**src/hdl/rsawc_pkg.sv**
```systemverilog
// ----------------------------------------------------------------------------
// rsawc_pkg: shared types and constants of the RSA split-word cipher
// Register indexes, field widths and the half-word split constants.
// ----------------------------------------------------------------------------
package rsawc_pkg;

  localparam int unsigned ExpW  = 32;
  localparam int unsigned ModW  = 31;
  localparam int unsigned WordW = 32;
  localparam int unsigned IdxW  = 2;
  localparam int unsigned CntW  = 5;

  localparam logic [IdxW-1:0] REG_EXPONENT = 2'd0;
  localparam logic [IdxW-1:0] REG_MODULUS  = 2'd1;

  localparam logic [ExpW-1:0] EXPONENT_RESET = 32'd65537;
  localparam logic [ModW-1:0] MODULUS_RESET  = 31'h7FFF_FFFF;

  localparam int unsigned     HALF_SHIFT = 16;
  localparam logic [31:0]     HALF_MASK  = 32'h0000_FFFF;

  localparam logic            CMD_ENCRYPT = 1'b0;
  localparam logic            CMD_DECRYPT = 1'b1;

endpackage

```
**src/hdl/rsa_split_word_modexp_cipher_unit.sv**
```systemverilog
// ----------------------------------------------------------------------------
// rsa_split_word_modexp_cipher_unit: RSA-style word cipher
// Right-to-left square-and-multiply modular exponentiation on a shared
// bit-serial interleaved modular multiplier, one multiplier bit per cycle.
// ----------------------------------------------------------------------------
//  Channel   Direction  Signals                       Content
//  s_axis    in         tvalid tready tdata tuser     word_a, word_b, cmd
//  m_axis    out        tvalid tready tdata tlast     result_word, last
//  cfg       in         valid ready index data        exponent, modulus
//
// One exponentiation first reduces the base (S_RED), then for each exponent bit
// up to the highest set bit runs a multiply on a set bit (S_MUL) and a square
// (S_SQR) on the one serial multiplier, then passes through S_FIN. An item
// runs two exponentiations, and no new word is taken until it is done, so the
// gap between accepted words is set by the exponent bits and by m_axis_tready.
// Reset is synchronous and loads the register defaults; no clearing pass.
// A finished word waits in the output register while the next item enters.
module rsa_split_word_modexp_cipher_unit
  import rsawc_pkg::*;
(
  input  logic                 clk,
  input  logic                 rst,
  input  logic                 s_axis_tvalid,
  output logic                 s_axis_tready,
  input  logic [63:0]          s_axis_tdata,  // [31:0] word_a, [62:32] word_b, [63] zero
  input  logic                 s_axis_tuser,  // [0] cmd
  output logic                 m_axis_tvalid,
  input  logic                 m_axis_tready,
  output logic [WordW-1:0]     m_axis_tdata,  // [31:0] result_word
  output logic                 m_axis_tlast,
  input  logic                 cfg_valid,
  output logic                 cfg_ready,
  input  logic [IdxW-1:0]      cfg_index,
  input  logic [31:0]          cfg_data
);

  typedef enum logic [2:0] {S_IDLE, S_RED, S_MUL, S_SQR, S_FIN} state_t;

  state_t          state;
  logic [ExpW-1:0] exponent;
  logic [ModW-1:0] modulus;
  logic            cmd_r;
  logic            phase;
  logic [ModW-1:0] op2;
  logic [ModW-1:0] first;
  logic [ExpW-1:0] e_sh;
  logic [ModW-1:0] acc;
  logic [ModW-1:0] sq;
  logic [31:0]     mp;
  logic [ModW-1:0] mc;
  logic [ModW-1:0] macc;
  logic [CntW-1:0] cnt;

  logic [32:0]     t_sum;
  logic [33:0]     d1;
  logic [33:0]     d2;
  logic [ModW-1:0] step;
  logic            step_last;
  logic [ExpW-1:0] e_next;
  logic [ModW-1:0] exp_res;
  logic            out_free;
  logic            in_fire;

  assign s_axis_tready = (state == S_IDLE);
  assign cfg_ready     = 1'b1;
  assign in_fire       = s_axis_tvalid && s_axis_tready;
  assign out_free      = !m_axis_tvalid || m_axis_tready;

  // One interleaved step: shift, add the multiplicand, reduce below the modulus.
  always_comb begin
    t_sum     = {1'b0, macc, 1'b0} + (mp[31] ? {2'b00, mc} : 33'd0);
    d2        = {1'b0, t_sum} - {2'b00, modulus, 1'b0};
    d1        = {1'b0, t_sum} - {3'b000, modulus};
    if (!d2[33]) begin
      step = d2[ModW-1:0];
    end else if (!d1[33]) begin
      step = d1[ModW-1:0];
    end else begin
      step = t_sum[ModW-1:0];
    end
    step_last = (cnt == {CntW{1'b1}});
    e_next    = e_sh >> 1;
    if (exponent == '0) begin
      exp_res = {{(ModW-1){1'b0}}, 1'b1};
    end else if (modulus == '0) begin
      exp_res = '0;
    end else begin
      exp_res = acc;
    end
  end

  always_ff @(posedge clk) begin
    if (rst) begin
      state         <= S_IDLE;
      exponent      <= EXPONENT_RESET;
      modulus       <= MODULUS_RESET;
      m_axis_tvalid <= 1'b0;
      phase         <= 1'b0;
    end else begin
      if (cfg_valid && cfg_ready) begin
        unique case (cfg_index)
          REG_EXPONENT: exponent <= cfg_data;
          REG_MODULUS:  modulus  <= cfg_data[ModW-1:0];
          default: ;
        endcase
      end
      if (m_axis_tready) begin
        m_axis_tvalid <= 1'b0;
      end

      unique case (state)
        S_IDLE: begin
          if (in_fire) begin
            cmd_r <= s_axis_tuser;
            phase <= 1'b0;
            if (s_axis_tuser == CMD_ENCRYPT) begin
              mp  <= (s_axis_tdata[31:0] >> HALF_SHIFT) & HALF_MASK;
              op2 <= s_axis_tdata[ModW-1:0] & HALF_MASK[ModW-1:0];
            end else begin
              mp  <= s_axis_tdata[31:0];
              op2 <= s_axis_tdata[62:32];
            end
            mc    <= {{(ModW-1){1'b0}}, 1'b1};
            macc  <= '0;
            cnt   <= '0;
            e_sh  <= exponent;
            acc   <= {{(ModW-1){1'b0}}, 1'b1};
            state <= S_RED;
          end
        end
        S_RED, S_MUL, S_SQR: begin
          macc <= step;
          mp   <= {mp[30:0], 1'b0};
          cnt  <= cnt + 1'b1;
          if (step_last) begin
            macc <= '0;
            cnt  <= '0;
            if (state == S_MUL) begin
              acc   <= step;
              mp    <= {1'b0, sq};
              mc    <= sq;
              state <= S_SQR;
            end else begin
              sq <= step;
              if (state == S_SQR) begin
                e_sh <= e_next;
              end
              if ((state == S_SQR) ? (e_next == '0) : (e_sh == '0)) begin
                state <= S_FIN;
              end else if ((state == S_SQR) ? e_next[0] : e_sh[0]) begin
                mp    <= {1'b0, acc};
                mc    <= step;
                state <= S_MUL;
              end else begin
                mp    <= {1'b0, step};
                mc    <= step;
                state <= S_SQR;
              end
            end
          end
        end
        S_FIN: begin
          if (!phase) begin
            if (cmd_r == CMD_DECRYPT || out_free) begin
              if (cmd_r == CMD_ENCRYPT) begin
                m_axis_tvalid <= 1'b1;
                m_axis_tdata  <= {1'b0, exp_res};
                m_axis_tlast  <= 1'b0;
              end else begin
                first <= exp_res;
              end
              phase <= 1'b1;
              mp    <= {1'b0, op2};
              mc    <= {{(ModW-1){1'b0}}, 1'b1};
              macc  <= '0;
              cnt   <= '0;
              e_sh  <= exponent;
              acc   <= {{(ModW-1){1'b0}}, 1'b1};
              state <= S_RED;
            end
          end else if (out_free) begin
            m_axis_tvalid <= 1'b1;
            m_axis_tlast  <= 1'b1;
            if (cmd_r == CMD_DECRYPT) begin
              m_axis_tdata <= {first[15:0], 16'h0000} | {1'b0, exp_res};
            end else begin
              m_axis_tdata <= {1'b0, exp_res};
            end
            state <= S_IDLE;
          end
        end
        default: state <= S_IDLE;
      endcase
    end
  end

  // The serial accumulator stays reduced while a multiply runs.
  assert property (@(posedge clk) disable iff (rst)
    ((state == S_RED || state == S_MUL || state == S_SQR) && modulus != '0)
      |-> (macc < modulus))
    else $error("serial accumulator left the residue range");

  // The running product stays reduced for a usable modulus.
  assert property (@(posedge clk) disable iff (rst)
    ((state == S_MUL || state == S_SQR) && modulus > 31'd1) |-> (acc < modulus))
    else $error("exponentiation accumulator left the residue range");

  // A word without last is only the high half of an encrypt.
  assert property (@(posedge clk) disable iff (rst)
    (m_axis_tvalid && !m_axis_tlast) |-> (cmd_r == CMD_ENCRYPT && phase))
    else $error("non-final word outside an encrypt");

  // An accepted item keeps the input closed on the next cycle.
  assert property (@(posedge clk) disable iff (rst)
    in_fire |=> (!s_axis_tready && state == S_RED))
    else $error("input reopened right after a word was taken");

endmodule

```
**config.mk**
```make
export PLATFORM = sky130hd
export DESIGN_NAME = rsa_split_word_modexp_cipher_unit
export DESIGN_NICKNAME = d
export VERILOG_FILES = /design/src/hdl/rsawc_pkg.sv /design/src/hdl/rsa_split_word_modexp_cipher_unit.sv
export SDC_FILE = /design/constraint.sdc
export NUM_CORES = 1
export LEC_CHECK = 0
export BUFFER_PORTS_ARGS = -buffer_cell sky130_fd_sc_hd__buf_2
export CORE_MARGIN = 2
export CORE_UTILIZATION = 55
export CTS_CLUSTER_SIZE = 10
export DETAILED_ROUTE_END_ITERATION = 8
export PLACE_DENSITY_LB_ADDON = 0.05
export SKIP_LAST_GASP = 1
export SLEW_MARGIN = 20
export SYNTH_ARGS = -nofsm -noshare
export SYNTH_HDL_FRONTEND = slang
export SYNTH_SLANG_ARGS = --single-unit
```
**constraint.sdc**
```tcl
create_clock -name clk -period 9.3 [get_ports clk]
set_clock_uncertainty 0.15 [all_clocks]
set_input_delay 1.86 -clock clk [delete_from_list [all_inputs] [get_ports clk]]
set_output_delay 1.86 -clock clk [all_outputs]
set_load 0.05 [all_outputs]
```
==> flow_metrics.env, run 1 <==
export IMPL_cts_buffers=41
export IMPL_core_area_sq_mm=0.0364
export IMPL_multi_input_comb_area_sq_mm=0.00990
export IMPL_cp_data_arrival_time_ns=7.91
export IMPL_synthFlopType="edfxtp_1"
export IMPL_r2r_start="mp[31]"
export IMPL_finish_utilization_pct=61.8
export IMPL_clockRootBuffer="clkbuf_16"
export IMPL_setup_slack_ns=1.55
export IMPL_fp_dieW_um=196
export IMPL_clock_latency_ns=0.57
export IMPL_cts_hold_buf=0
export IMPL_worstMarginPinSlew_ns=1.26
export IMPL_grt_overflow=0
export IMPL_pre_cts_slack_ns=1.61
export IMPL_cts_buffer_depth=3
export IMPL_antenna_cells=0
export IMPL_die_y_um=196
export IMPL_grt_pass1_wl_um=89100
export IMPL_nets=2411
export IMPL_start_util_pct=55.5
export IMPL_syn_area_per_cell_sq_um=9.56
export IMPL_synth_edf_count=274
export IMPL_ys_types=78
export IMPL_tns_ns=0
export IMPL_maxCapViolations=0
export IMPL_hold_path_class="flip-flop to flip-flop"
export IMPL_ys_warn_count=0
export IMPL_path_clk_slew_ns=0.06
export IMPL_boundaryPins=140
export IMPL_netlist_instances=2118
export IMPL_ff2ff_path_depth=24
export IMPL_critPathLaunchType="flip-flop"
export IMPL_yosys_area_share_xor_xnor_pct=3.33
export IMPL_synth_simple_area_share_pct=16.7
export IMPL_dr_total_vias=16800
export IMPL_fillCellCount=3215
export IMPL_r2r_end="mp[18]"
export IMPL_synth_fa_ha_area_share_pct=6.11
export IMPL_hold_end="exponent[12]"
export IMPL_viasPerCell=6.21
export IMPL_yosysMostFrequentCell="nand2_1"
export IMPL_numPortBuffers=137
export IMPL_dp_hpwl_um=43500
export IMPL_area_growth_pct=11.2
export IMPL_end_kind="flip-flop"
export IMPL_synth_seq_area_share_pct=47.4
export IMPL_yosys_area_top_type="edfxtp_1"
export IMPL_hp_start="exponent[12]"
export IMPL_synth_async_reset_ratio_pct=0
export IMPL_totalWireLength_um=58600
export IMPL_synth_compound_area_share_pct=18.9
export IMPL_synth_seq_cells=342
export IMPL_hold_slack_ns=0.319
export IMPL_min_period_ns=7.75
export IMPL_grt_max_degree=72
export IMPL_hold_viol=0
export IMPL_register_area_sq_mm=0.00959
export IMPL_route_detailed_drc=0
export IMPL_antenna_found_initial=0
export IMPL_synth_top_family_by_area="compound AO/OA/AOI/OAI gates"
export IMPL_htree_levels=2
export IMPL_gp_congestion=0.913
export IMPL_syn_nets=2319
export IMPL_worstSetupPathType="flip-flop to flip-flop"
export IMPL_cp_max_fo=38
export IMPL_synth_cell_area_sq_mm=0.0202
export IMPL_status="finished clean"
export IMPL_drive_above_1_share_pct=12.4
export IMPL_synthTopCellsByCount="nand2_1 (278), edfxtp_1 (274), nor2_1 (227)"
export IMPL_synthTopCellsByArea="edfxtp_1 (41%), dfxtp_1 (6.7%), ha_1 (5.8%)"
export IMPL_die_area_sq_mm=0.0383
export IMPL_ant_nets=0
export IMPL_cts_sink_count=342
export IMPL_grt_use_total_pct=30.1
export IMPL_setup_violations=0
export IMPL_rsz0062_at_grt="no"
export IMPL_drv_slew=0
export IMPL_min_path_cells=2
export IMPL_fmax_mhz=129
export IMPL_avgRoutedWirePerCell_um=21.7
export IMPL_firstDrtPassIters=6
export IMPL_rrSetupSlack_ns=1.55
export IMPL_min_period_over_period_pct=83.3
export IMPL_cts_resized=0
export IMPL_drt_iter0_drc=1557
export IMPL_relSlewSlack_pct=15.0
export IMPL_grt_pass1_vias=15900
export IMPL_cts_tree="done"
export IMPL_postCtsSetupBuffers=0
export IMPL_synthMuxAreaShare_pct=3.61
export IMPL_crit_required_ns=9.46
export IMPL_synth_top_area_share_pct=40.7
export IMPL_rows=70
[critical path, stage by stage (launching register included)]
cell       delay (ns)
edfxtp_1         0.70
and2_1           0.28
ha_1             0.22
fa_1             0.41
a21o_1           0.22
a221oi_2         0.36
o21ai_2          0.17
a21oi_1          0.39
o21bai_1         0.21
a21o_1           0.21
a21oi_1          0.16
xnor2_1          0.23
ha_1             0.41
nand4_1          0.19
inv_1            0.06
a221oi_1         0.35
o31ai_1          0.16
o2111ai_1        0.42
a21oi_1          0.20
nor4_4           0.23
buf_4            0.48
mux2_2           0.39
o21ai_0          0.62
o21a_1           0.20
a31oi_1          0.04
[registers in the layout, summed over array words and instances, names as in the netlist]
register and cells:
e_sh 32, exponent 32, m_axis_tdata 32, mp 32, acc 31, macc 31
mc 31, modulus 31, op2 31, sq 31, first 16, cnt 5
state 3, cmd_r 1, m_axis_tlast 1, m_axis_tvalid 1, phase 1
[stage by stage]
stage	instances	instance area (sq um)
3_3_place_gp	2635	21300
4_1_cts	2702	22500
5_1_grt	2702	22500
2_1_floorplan	2118	20200
3_5_place_dp	2635	21300
6_report	2702	22500
[metal layers]
layer	GRT usage, %	wire, um
met4	8.25	1400
met3	5.60	4490
met2	48.6	27600
met5	0	0
met1	41.8	25100
[kinds of logic (layout without fill, tap and decap cells)]
kind of cell,after synthesis,after routing
and+or+nand+nor,744,744
DFF,342,342
buffers and inverters,205,321
xor gates and xnor gates,77,77
muxes,69,69
AOI/OAI and AO/OA,583,583
adders and majority gates,97,97
other,1,1
[layout make-up]
class / instances / area share (%)
clock buffer: 64 / 5.17
clock inverter: 3 / 0.200
inverter: 91 / 1.52
multi-input combinational: 1571 / 44.0
sequential: 342 / 42.6
tap: 468 / 2.60
timing repair buffer: 163 / 3.91
[cells in the final DEF (no fill, tap or decap), types with 9 or more instances in the layout]
master | netlist | layout
nor3_1 | 25 | 22
a22o_1 | 24 | 24
mux2i_1 | 37 | 37
dfxtp_1 | 68 | 68
a211oi_1 | 26 | 25
or3_1 | 9 | 9
mux2_2 | 31 | 31
or2_2 | 9 | 9
xnor2_1 | 51 | 51
o211ai_1 | 17 | 17
a221o_1 | 10 | 10
nand2_1 | 278 | 278
and2_1 | 66 | 67
clkbuf_1 | 97 | 19
nand3_1 | 32 | 32
a21oi_1 | 150 | 150
nand4_1 | 15 | 15
nand2b_1 | 12 | 10
o21ai_0 | 131 | 131
ha_1 | 94 | 94
xor2_1 | 26 | 26
buf_2 | 4 | 137
clkbuf_16 | 0 | 42
o21a_1 | 21 | 21
o21bai_1 | 9 | 9
a211o_1 | 38 | 38
nor2_1 | 227 | 221
edfxtp_1 | 274 | 274
a221oi_1 | 22 | 22
inv_1 | 91 | 91
a21o_1 | 38 | 38
buf_4 | 2 | 26
nor4_1 | 25 | 24
o22ai_1 | 9 | 9
a31oi_1 | 21 | 21
and3_1 | 15 | 15
[how the worst max path moves through the flow]
stage	end	startpoint	cells after the start	slack (ns)
2_1_floorplan	cnt[0]	m_axis_tready	4	1.67
3_3_place_gp	mp[18]	mp[31]	24	1.68
3_5_place_dp	mp[18]	mp[31]	24	1.61
4_1_cts	mp[18]	mp[31]	24	1.56
5_1_grt	mp[18]	mp[31]	24	1.07
6_report	mp[18]	mp[31]	24	1.55
Power of run 1 is left out: the tool's default activity adds up to more than one toggle a clock period on the data nets, which glitch-free logic cannot reach.
==> run 2: changes to the inputs <==
- ABC_AREA: unset -> 1
- clock period: 9.3 -> 6.4 ns (I/O delays scaled with it)
==> run 2 against run 1 <==
  * Fmax rose by 35%
  * Core utilization rose by 0.14 points
  * Global-route usage up 3.1 points
  * Sequential share of layout area down 2.3 points
  * Register-to-register slack worse by 0.90 ns
  * Final cell count is 26% higher
  * Flip-flop and latch count did not move
  * First-iteration DRC count rose by 16%
  * Setup slack lost 0.90 ns
  * Routed wire length increased by 15%
  * Synthesized area grew 5.2%
==> flow_metrics.env, run 2 <==
export IMPL_status="finished clean"
export IMPL_min_period_ns=5.75
export IMPL_htree_levels=2
export IMPL_grt_pass1_vias=18500
export IMPL_gp_congestion=0.974
export IMPL_synth_simple_area_share_pct=23.9
export IMPL_cts_resized=0
export IMPL_cts_tree="done"
export IMPL_grt_pass1_wl_um=103000
export IMPL_postCtsSetupBuffers=0
export IMPL_syn_nets=2937
export IMPL_drv_slew=0
export IMPL_cts_buffers=42
export IMPL_antenna_found_initial=2
export IMPL_syn_area_per_cell_sq_um=7.79
export IMPL_clock_latency_ns=0.55
export IMPL_worst_path_most_repeated_cell="nand2_1"
export IMPL_cts_hold_buf=0
export IMPL_fillCellCount=3460
export IMPL_synth_seq_cells=342
export IMPL_dp_hpwl_um=52100
export IMPL_top_usage_layer="met2"
export IMPL_cpPeakStageDelay_ns=0.49
export IMPL_path_clk_slew_ns=0.06
export IMPL_yosys_area_top_type="edfxtp_1"
export IMPL_die_area_sq_mm=0.0403
export IMPL_dr_total_vias=19200
export IMPL_rrSetupSlack_ns=0.65
export IMPL_fp_dieW_um=201
export IMPL_worstSetupPathType="flip-flop to flip-flop"
export IMPL_boundaryPins=140
export IMPL_area_growth_pct=11.8
export IMPL_met1_usage_pct=46.0
export IMPL_drive_above_1_share_pct=10.0
export IMPL_synthTopCellsByCount="nand2_1 (719), inv_1 (366), edfxtp_1 (274)"
export IMPL_synth_seq_area_share_pct=45.0
export IMPL_worstMarginPinSlew_ns=0.970
export IMPL_crit_path_start="mp[31]"
export IMPL_cts_sink_count=342
export IMPL_rows=72
export IMPL_hp_start="exponent[4]"
export IMPL_netlist_instances=2736
export IMPL_relSlewSlack_pct=35.3
export IMPL_rsz0062_at_grt="no"
export IMPL_firstDrtPassIters=6
export IMPL_viasPerCell=5.65
export IMPL_critPathLaunchType="flip-flop"
export IMPL_hold_path_class="flip-flop to flip-flop"
export IMPL_synth_async_reset_ratio_pct=0
export IMPL_start_util_pct=55.4
export IMPL_setup_slack_ns=0.645
export IMPL_tns_ns=0
export IMPL_antenna_cells=0
export IMPL_min_period_over_period_pct=89.9
export IMPL_use_met3_pct=4.90
export IMPL_clockRootBuffer="clkbuf_16"
export IMPL_min_path_cells=2
export IMPL_fmax_mhz=174
export IMPL_ys_types=51
export IMPL_cts_buffer_depth=3
export IMPL_synth_compound_area_share_pct=13.5
export IMPL_pre_cts_slack_ns=0.789
export IMPL_r2r_end="mp[18]"
export IMPL_synthFlopType="edfxtp_1"
export IMPL_synthTopCellsByArea="edfxtp_1 (39%), nand2_1 (13%), inv_1 (6.4%)"
export IMPL_setup_violations=0
export IMPL_end_kind="flip-flop"
export IMPL_core_area_sq_mm=0.0385
export IMPL_die_y_um=201
export IMPL_final_cell_mix="nand2_1 (719), inv_1 (365), edfxtp_1 (274), nor2_1 (240), a21oi_1 (217)"
export IMPL_cp_max_fo=31
export IMPL_route_detailed_drc=0
export IMPL_synth_top_area_share_pct=38.6
export IMPL_grtUsageMet2_pct=53.5
export IMPL_grt_max_degree=81
export IMPL_crit_required_ns=6.56
export IMPL_ff2ff_path_depth=34
export IMPL_avgRoutedWirePerCell_um=19.8
export IMPL_drt_iter0_drc=1799
export IMPL_grt_overflow=0
export IMPL_hold_end="exponent[4]"
export IMPL_maxCapViolations=0
export IMPL_grt_use_total_pct=33.3
export IMPL_synth_fa_ha_area_share_pct=5.80
export IMPL_synth_edf_count=274
export IMPL_ys_warn_count=0
export IMPL_layout_commonest_cell="nand2_1"
export IMPL_numPortBuffers=137
export IMPL_hold_viol=0
export IMPL_cp_data_arrival_time_ns=5.91
export IMPL_totalWireLength_um=67200
export IMPL_yosys_area_share_xor_xnor_pct=2.92
export IMPL_cp_slowest_cell="nand2_1"
export IMPL_synth_cell_area_sq_mm=0.0213
export IMPL_ant_nets=0
export IMPL_r2r_start="mp[31]"
export IMPL_synthMuxAreaShare_pct=0.0529
export IMPL_yosysMostFrequentCell="nand2_1"
export IMPL_synth_top_family_by_area="simple AND/OR/NAND/NOR gates"
export IMPL_nets=3061
-- run 2: cell types whose count changed after synthesis, moves of 24 or more --
| cell | change |
|---|---|
| nand3_1 | +126 |
| a21oi_1 | +67 |
| a21o_1 | -24 |
| o21ai_0 | +67 |
| and2_1 | -66 |
| a211o_1 | -38 |
| inv_1 | +275 |
| mux2i_1 | -37 |
| a22o_1 | -24 |
| nand2_1 | +441 |
| mux2_2 | -30 |
-- run 2: cells by family (layout without fill, tap and decap cells) --
logic type / after synthesis / after routing
AOI/OAI and AO/OA: 522 / 522
xor gates and xnor gates: 71 / 71
adders and majority gates: 97 / 97
buffers and inverters: 478 / 621
DFF: 342 / 342
muxes: 1 / 1
other: 1 / 1
and+or+nand+nor: 1224 / 1224
-- run 2: routing by layer --
layer  routed length (um)  share of wire, %
met2                30800                46
met4                 2280               3.4
met5                    0                 0
met3                 4900               7.3
met1                29200                43
-- run 2: area by class of cell --
| class | count | area, sq um | area share (%) |
|---|---|---|---|
| clock inverters | 6 | 91.3 | 0.384 |
| well taps | 518 | 648 | 2.72 |
| repair buffers | 182 | 1020 | 4.30 |
| multi-input cells | 1916 | 9920 | 41.7 |
| flip-flops and latches | 342 | 9590 | 40.3 |
| clock buffers | 57 | 1130 | 4.74 |
| inverters | 376 | 1410 | 5.93 |
-- run 2: per-stage QoR --
step | cell area (sq um) | utilization (%) | hold slack, ns | instances
global route | 23800 | 61.9 | 0.345 | 3397
finish | 23800 | 61.9 | 0.318 | 3397
detailed placement | 22600 | 58.7 | 0.307 | 3334
floorplan | 21300 | - | 0.289 | 2736
global placement | 22600 | 58.7 | 0.299 | 3334
CTS | 23800 | 61.9 | 0.315 | 3397
-- run 2: worst max-delay path by stage --
stage	to
after floorplan	cnt[0]
after global placement	mp[18]
after detailed placement	mp[18]
after CTS	mp[18]
after global routing	mp[18]
final	mp[18]
-- run 2: critical path: cells and delay by family (launching register included) --
family	cells	cell delay (ns)
buffers and inverters	2	0.31
AO/OA/AOI/OAI	2	0.45
flip-flops	1	0.36
adder cells (fa/ha/maj)	3	1.06
AND/OR/NAND/NOR	26	2.97
XOR/XNOR	1	0.18
Power of run 2 is left out for the same reason.
==> run 3: changes to the inputs <==
- ABC_AREA: 1 -> unset
- CORE_MARGIN: 2 -> 5
- CORE_UTILIZATION: 55 -> 45
==> run 3 against run 2 <==
  * Routed wire length down 6.6%
  * Register-to-register slack worse by 0.38 ns
  * Setup slack worse by 0.38 ns
  * First-iteration DRC count down 12%
  * Critical endpoint is now mc[4]
  * Cell area down 1.1%
  * Clock-buffer cell count up 4
  * Die area up 22%
  * Core utilization down 8.8 points
  * Critical path type unchanged
  * Critical path depth down 7
  * Final cell count down 14%
==> flow_metrics.env, run 3 (synthesis results as in run 1) <==
export IMPL_multi_input_comb_area_sq_mm=0.0101
export IMPL_min_period_ns=6.14
export IMPL_start_util_pct=45.7
export IMPL_grt_pass1_vias=16900
export IMPL_cp_max_fo=26
export IMPL_area_growth_pct=16.4
export IMPL_boundaryPins=140
export IMPL_hold_path_class="flip-flop to flip-flop"
export IMPL_numPortBuffers=137
export IMPL_rows=77
export IMPL_antenna_cells=0
export IMPL_grt_use_total_pct=24.8
export IMPL_path_clk_slew_ns=0.06
export IMPL_route_detailed_drc=0
export IMPL_gp_congestion=0.898
export IMPL_viasPerCell=5.83
export IMPL_clockRootBuffer="clkbuf_16"
export IMPL_firstDrtPassIters=6
export IMPL_fillCellCount=4171
export IMPL_worstMarginPinSlew_ns=1.07
export IMPL_cts_buffer_depth=3
export IMPL_cts_buffers=42
export IMPL_die_y_um=222
export IMPL_worstSetupPathType="flip-flop to flip-flop"
export IMPL_grt_pass1_wl_um=97200
export IMPL_cp_data_arrival_time_ns=6.38
export IMPL_setup_violations=0
export IMPL_antenna_found_initial=1
export IMPL_drv_slew=0
export IMPL_die_area_sq_mm=0.0493
export IMPL_crit_required_ns=6.64
export IMPL_register_area_sq_mm=0.00959
export IMPL_maxCapViolations=0
export IMPL_min_period_over_period_pct=95.9
export IMPL_cts_tree="done"
export IMPL_relSlewSlack_pct=28.4
export IMPL_grt_max_degree=72
export IMPL_layout_commonest_cell="nand2_1"
export IMPL_grt_overflow=0
export IMPL_clock_latency_ns=0.56
export IMPL_ant_nets=0
export IMPL_fp_dieW_um=222
export IMPL_drt_iter0_drc=1591
export IMPL_cts_hold_buf=0
export IMPL_dp_hpwl_um=48100
export IMPL_avgRoutedWirePerCell_um=21.5
export IMPL_hold_viol=0
export IMPL_status="finished clean"
export IMPL_hold_slack_ns=0.324
export IMPL_dr_total_vias=17000
export IMPL_final_cell_mix="nand2_1 (278), edfxtp_1 (274), nor2_1 (220), a21oi_1 (147), buf_2 (137)"
export IMPL_end_kind="flip-flop"
export IMPL_totalWireLength_um=62800
export IMPL_core_area_sq_mm=0.0443
export IMPL_cts_sink_count=342
export IMPL_fmax_mhz=163
export IMPL_htree_levels=2
export IMPL_nets=2505
export IMPL_critPathLaunchType="flip-flop"
export IMPL_drive_above_1_share_pct=16.9
==> run 3: changes by cell type in the layout (fill, tap and decap cells not counted), moves of 30 or more <==
| cell | change |
|---|---|
| and2_1 | +67 |
| mux2i_1 | +36 |
| mux2_2 | +30 |
| nand3_1 | -126 |
| a21oi_1 | -70 |
| o21ai_0 | -70 |
| nand2_1 | -441 |
| buf_4 | +72 |
| a211o_1 | +38 |
| inv_1 | -274 |
==> run 3: layout make-up <==
class                           instances  share of cell area, %
Inverter                               91                   1.45
Tap cell                              592                   3.15
Clock buffer                           61                   4.94
Sequential cell                       342                   40.7
Clock inverter                          6                  0.250
Timing Repair Buffer                  256                   6.81
Multi-Input combinational cell       1571                   42.7
==> run 3: critical path, cell delays in order, from the launching register on <==
cell       delay [ns]
edfxtp_1         0.47
and2_1           0.19
ha_1             0.21
fa_2             0.35
a21o_1           0.21
a221oi_4         0.30
o21ai_2          0.13
a21oi_2          0.20
o21bai_2         0.12
a31oi_1          0.21
xnor2_1          0.16
ha_1             0.37
nand4_1          0.18
or3_4            0.42
buf_4            0.15
nor2_2           0.14
o2111ai_2        0.19
a21oi_1          0.19
buf_4            0.15
nor4_4           0.03
buf_4            0.18
buf_12           0.17
buf_4            0.18
nor3_4           0.18
a211oi_2         0.06
buf_4            0.16
or2_2            0.32
o21ai_1          0.16
==> run 3: final timing paths <==
check,to,slack [ns],cells past startpoint,from
worst max register to register,mc[4],0.26,27,mp[31]
worst max-delay path,mc[4],0.26,27,mp[31]
worst min-delay path,exponent[13],0.32,2,exponent[13]
worst min register to register,exponent[13],0.32,2,exponent[13]
==> run 3: metal layers <==
metal	track usage, %	up-vias	routed length (um)
li1	-	8110	-
met1	34.9	8322	27900
met2	40.9	492	29800
met5	0	-	0
met3	3.57	82	3820
met4	5.43	0	1220
==> run 3: timing repair <==
action	4_1_cts	5_1_grt
buffers inserted	1	3
endpoints found under the setup margin	25	152
resized for setup	2	26
pin swaps	1	12
==> run 3: stage by stage <==
step	std cells	area [sq um]	utilization, %	setup slack, ns	TNS, ns
2_1_floorplan	2118	20200	-	0.498	0
3_3_place_gp	2848	22200	50.0	0.0205	0
3_5_place_dp	2848	22200	50.0	-0.0687	-0.212
4_1_cts	2916	23400	52.8	0.0122	0
5_1_grt	2919	23600	53.1	-0.0256	-0.0708
6_report	2919	23600	53.1	0.264	0
Power of run 3 is left out for the same reason.
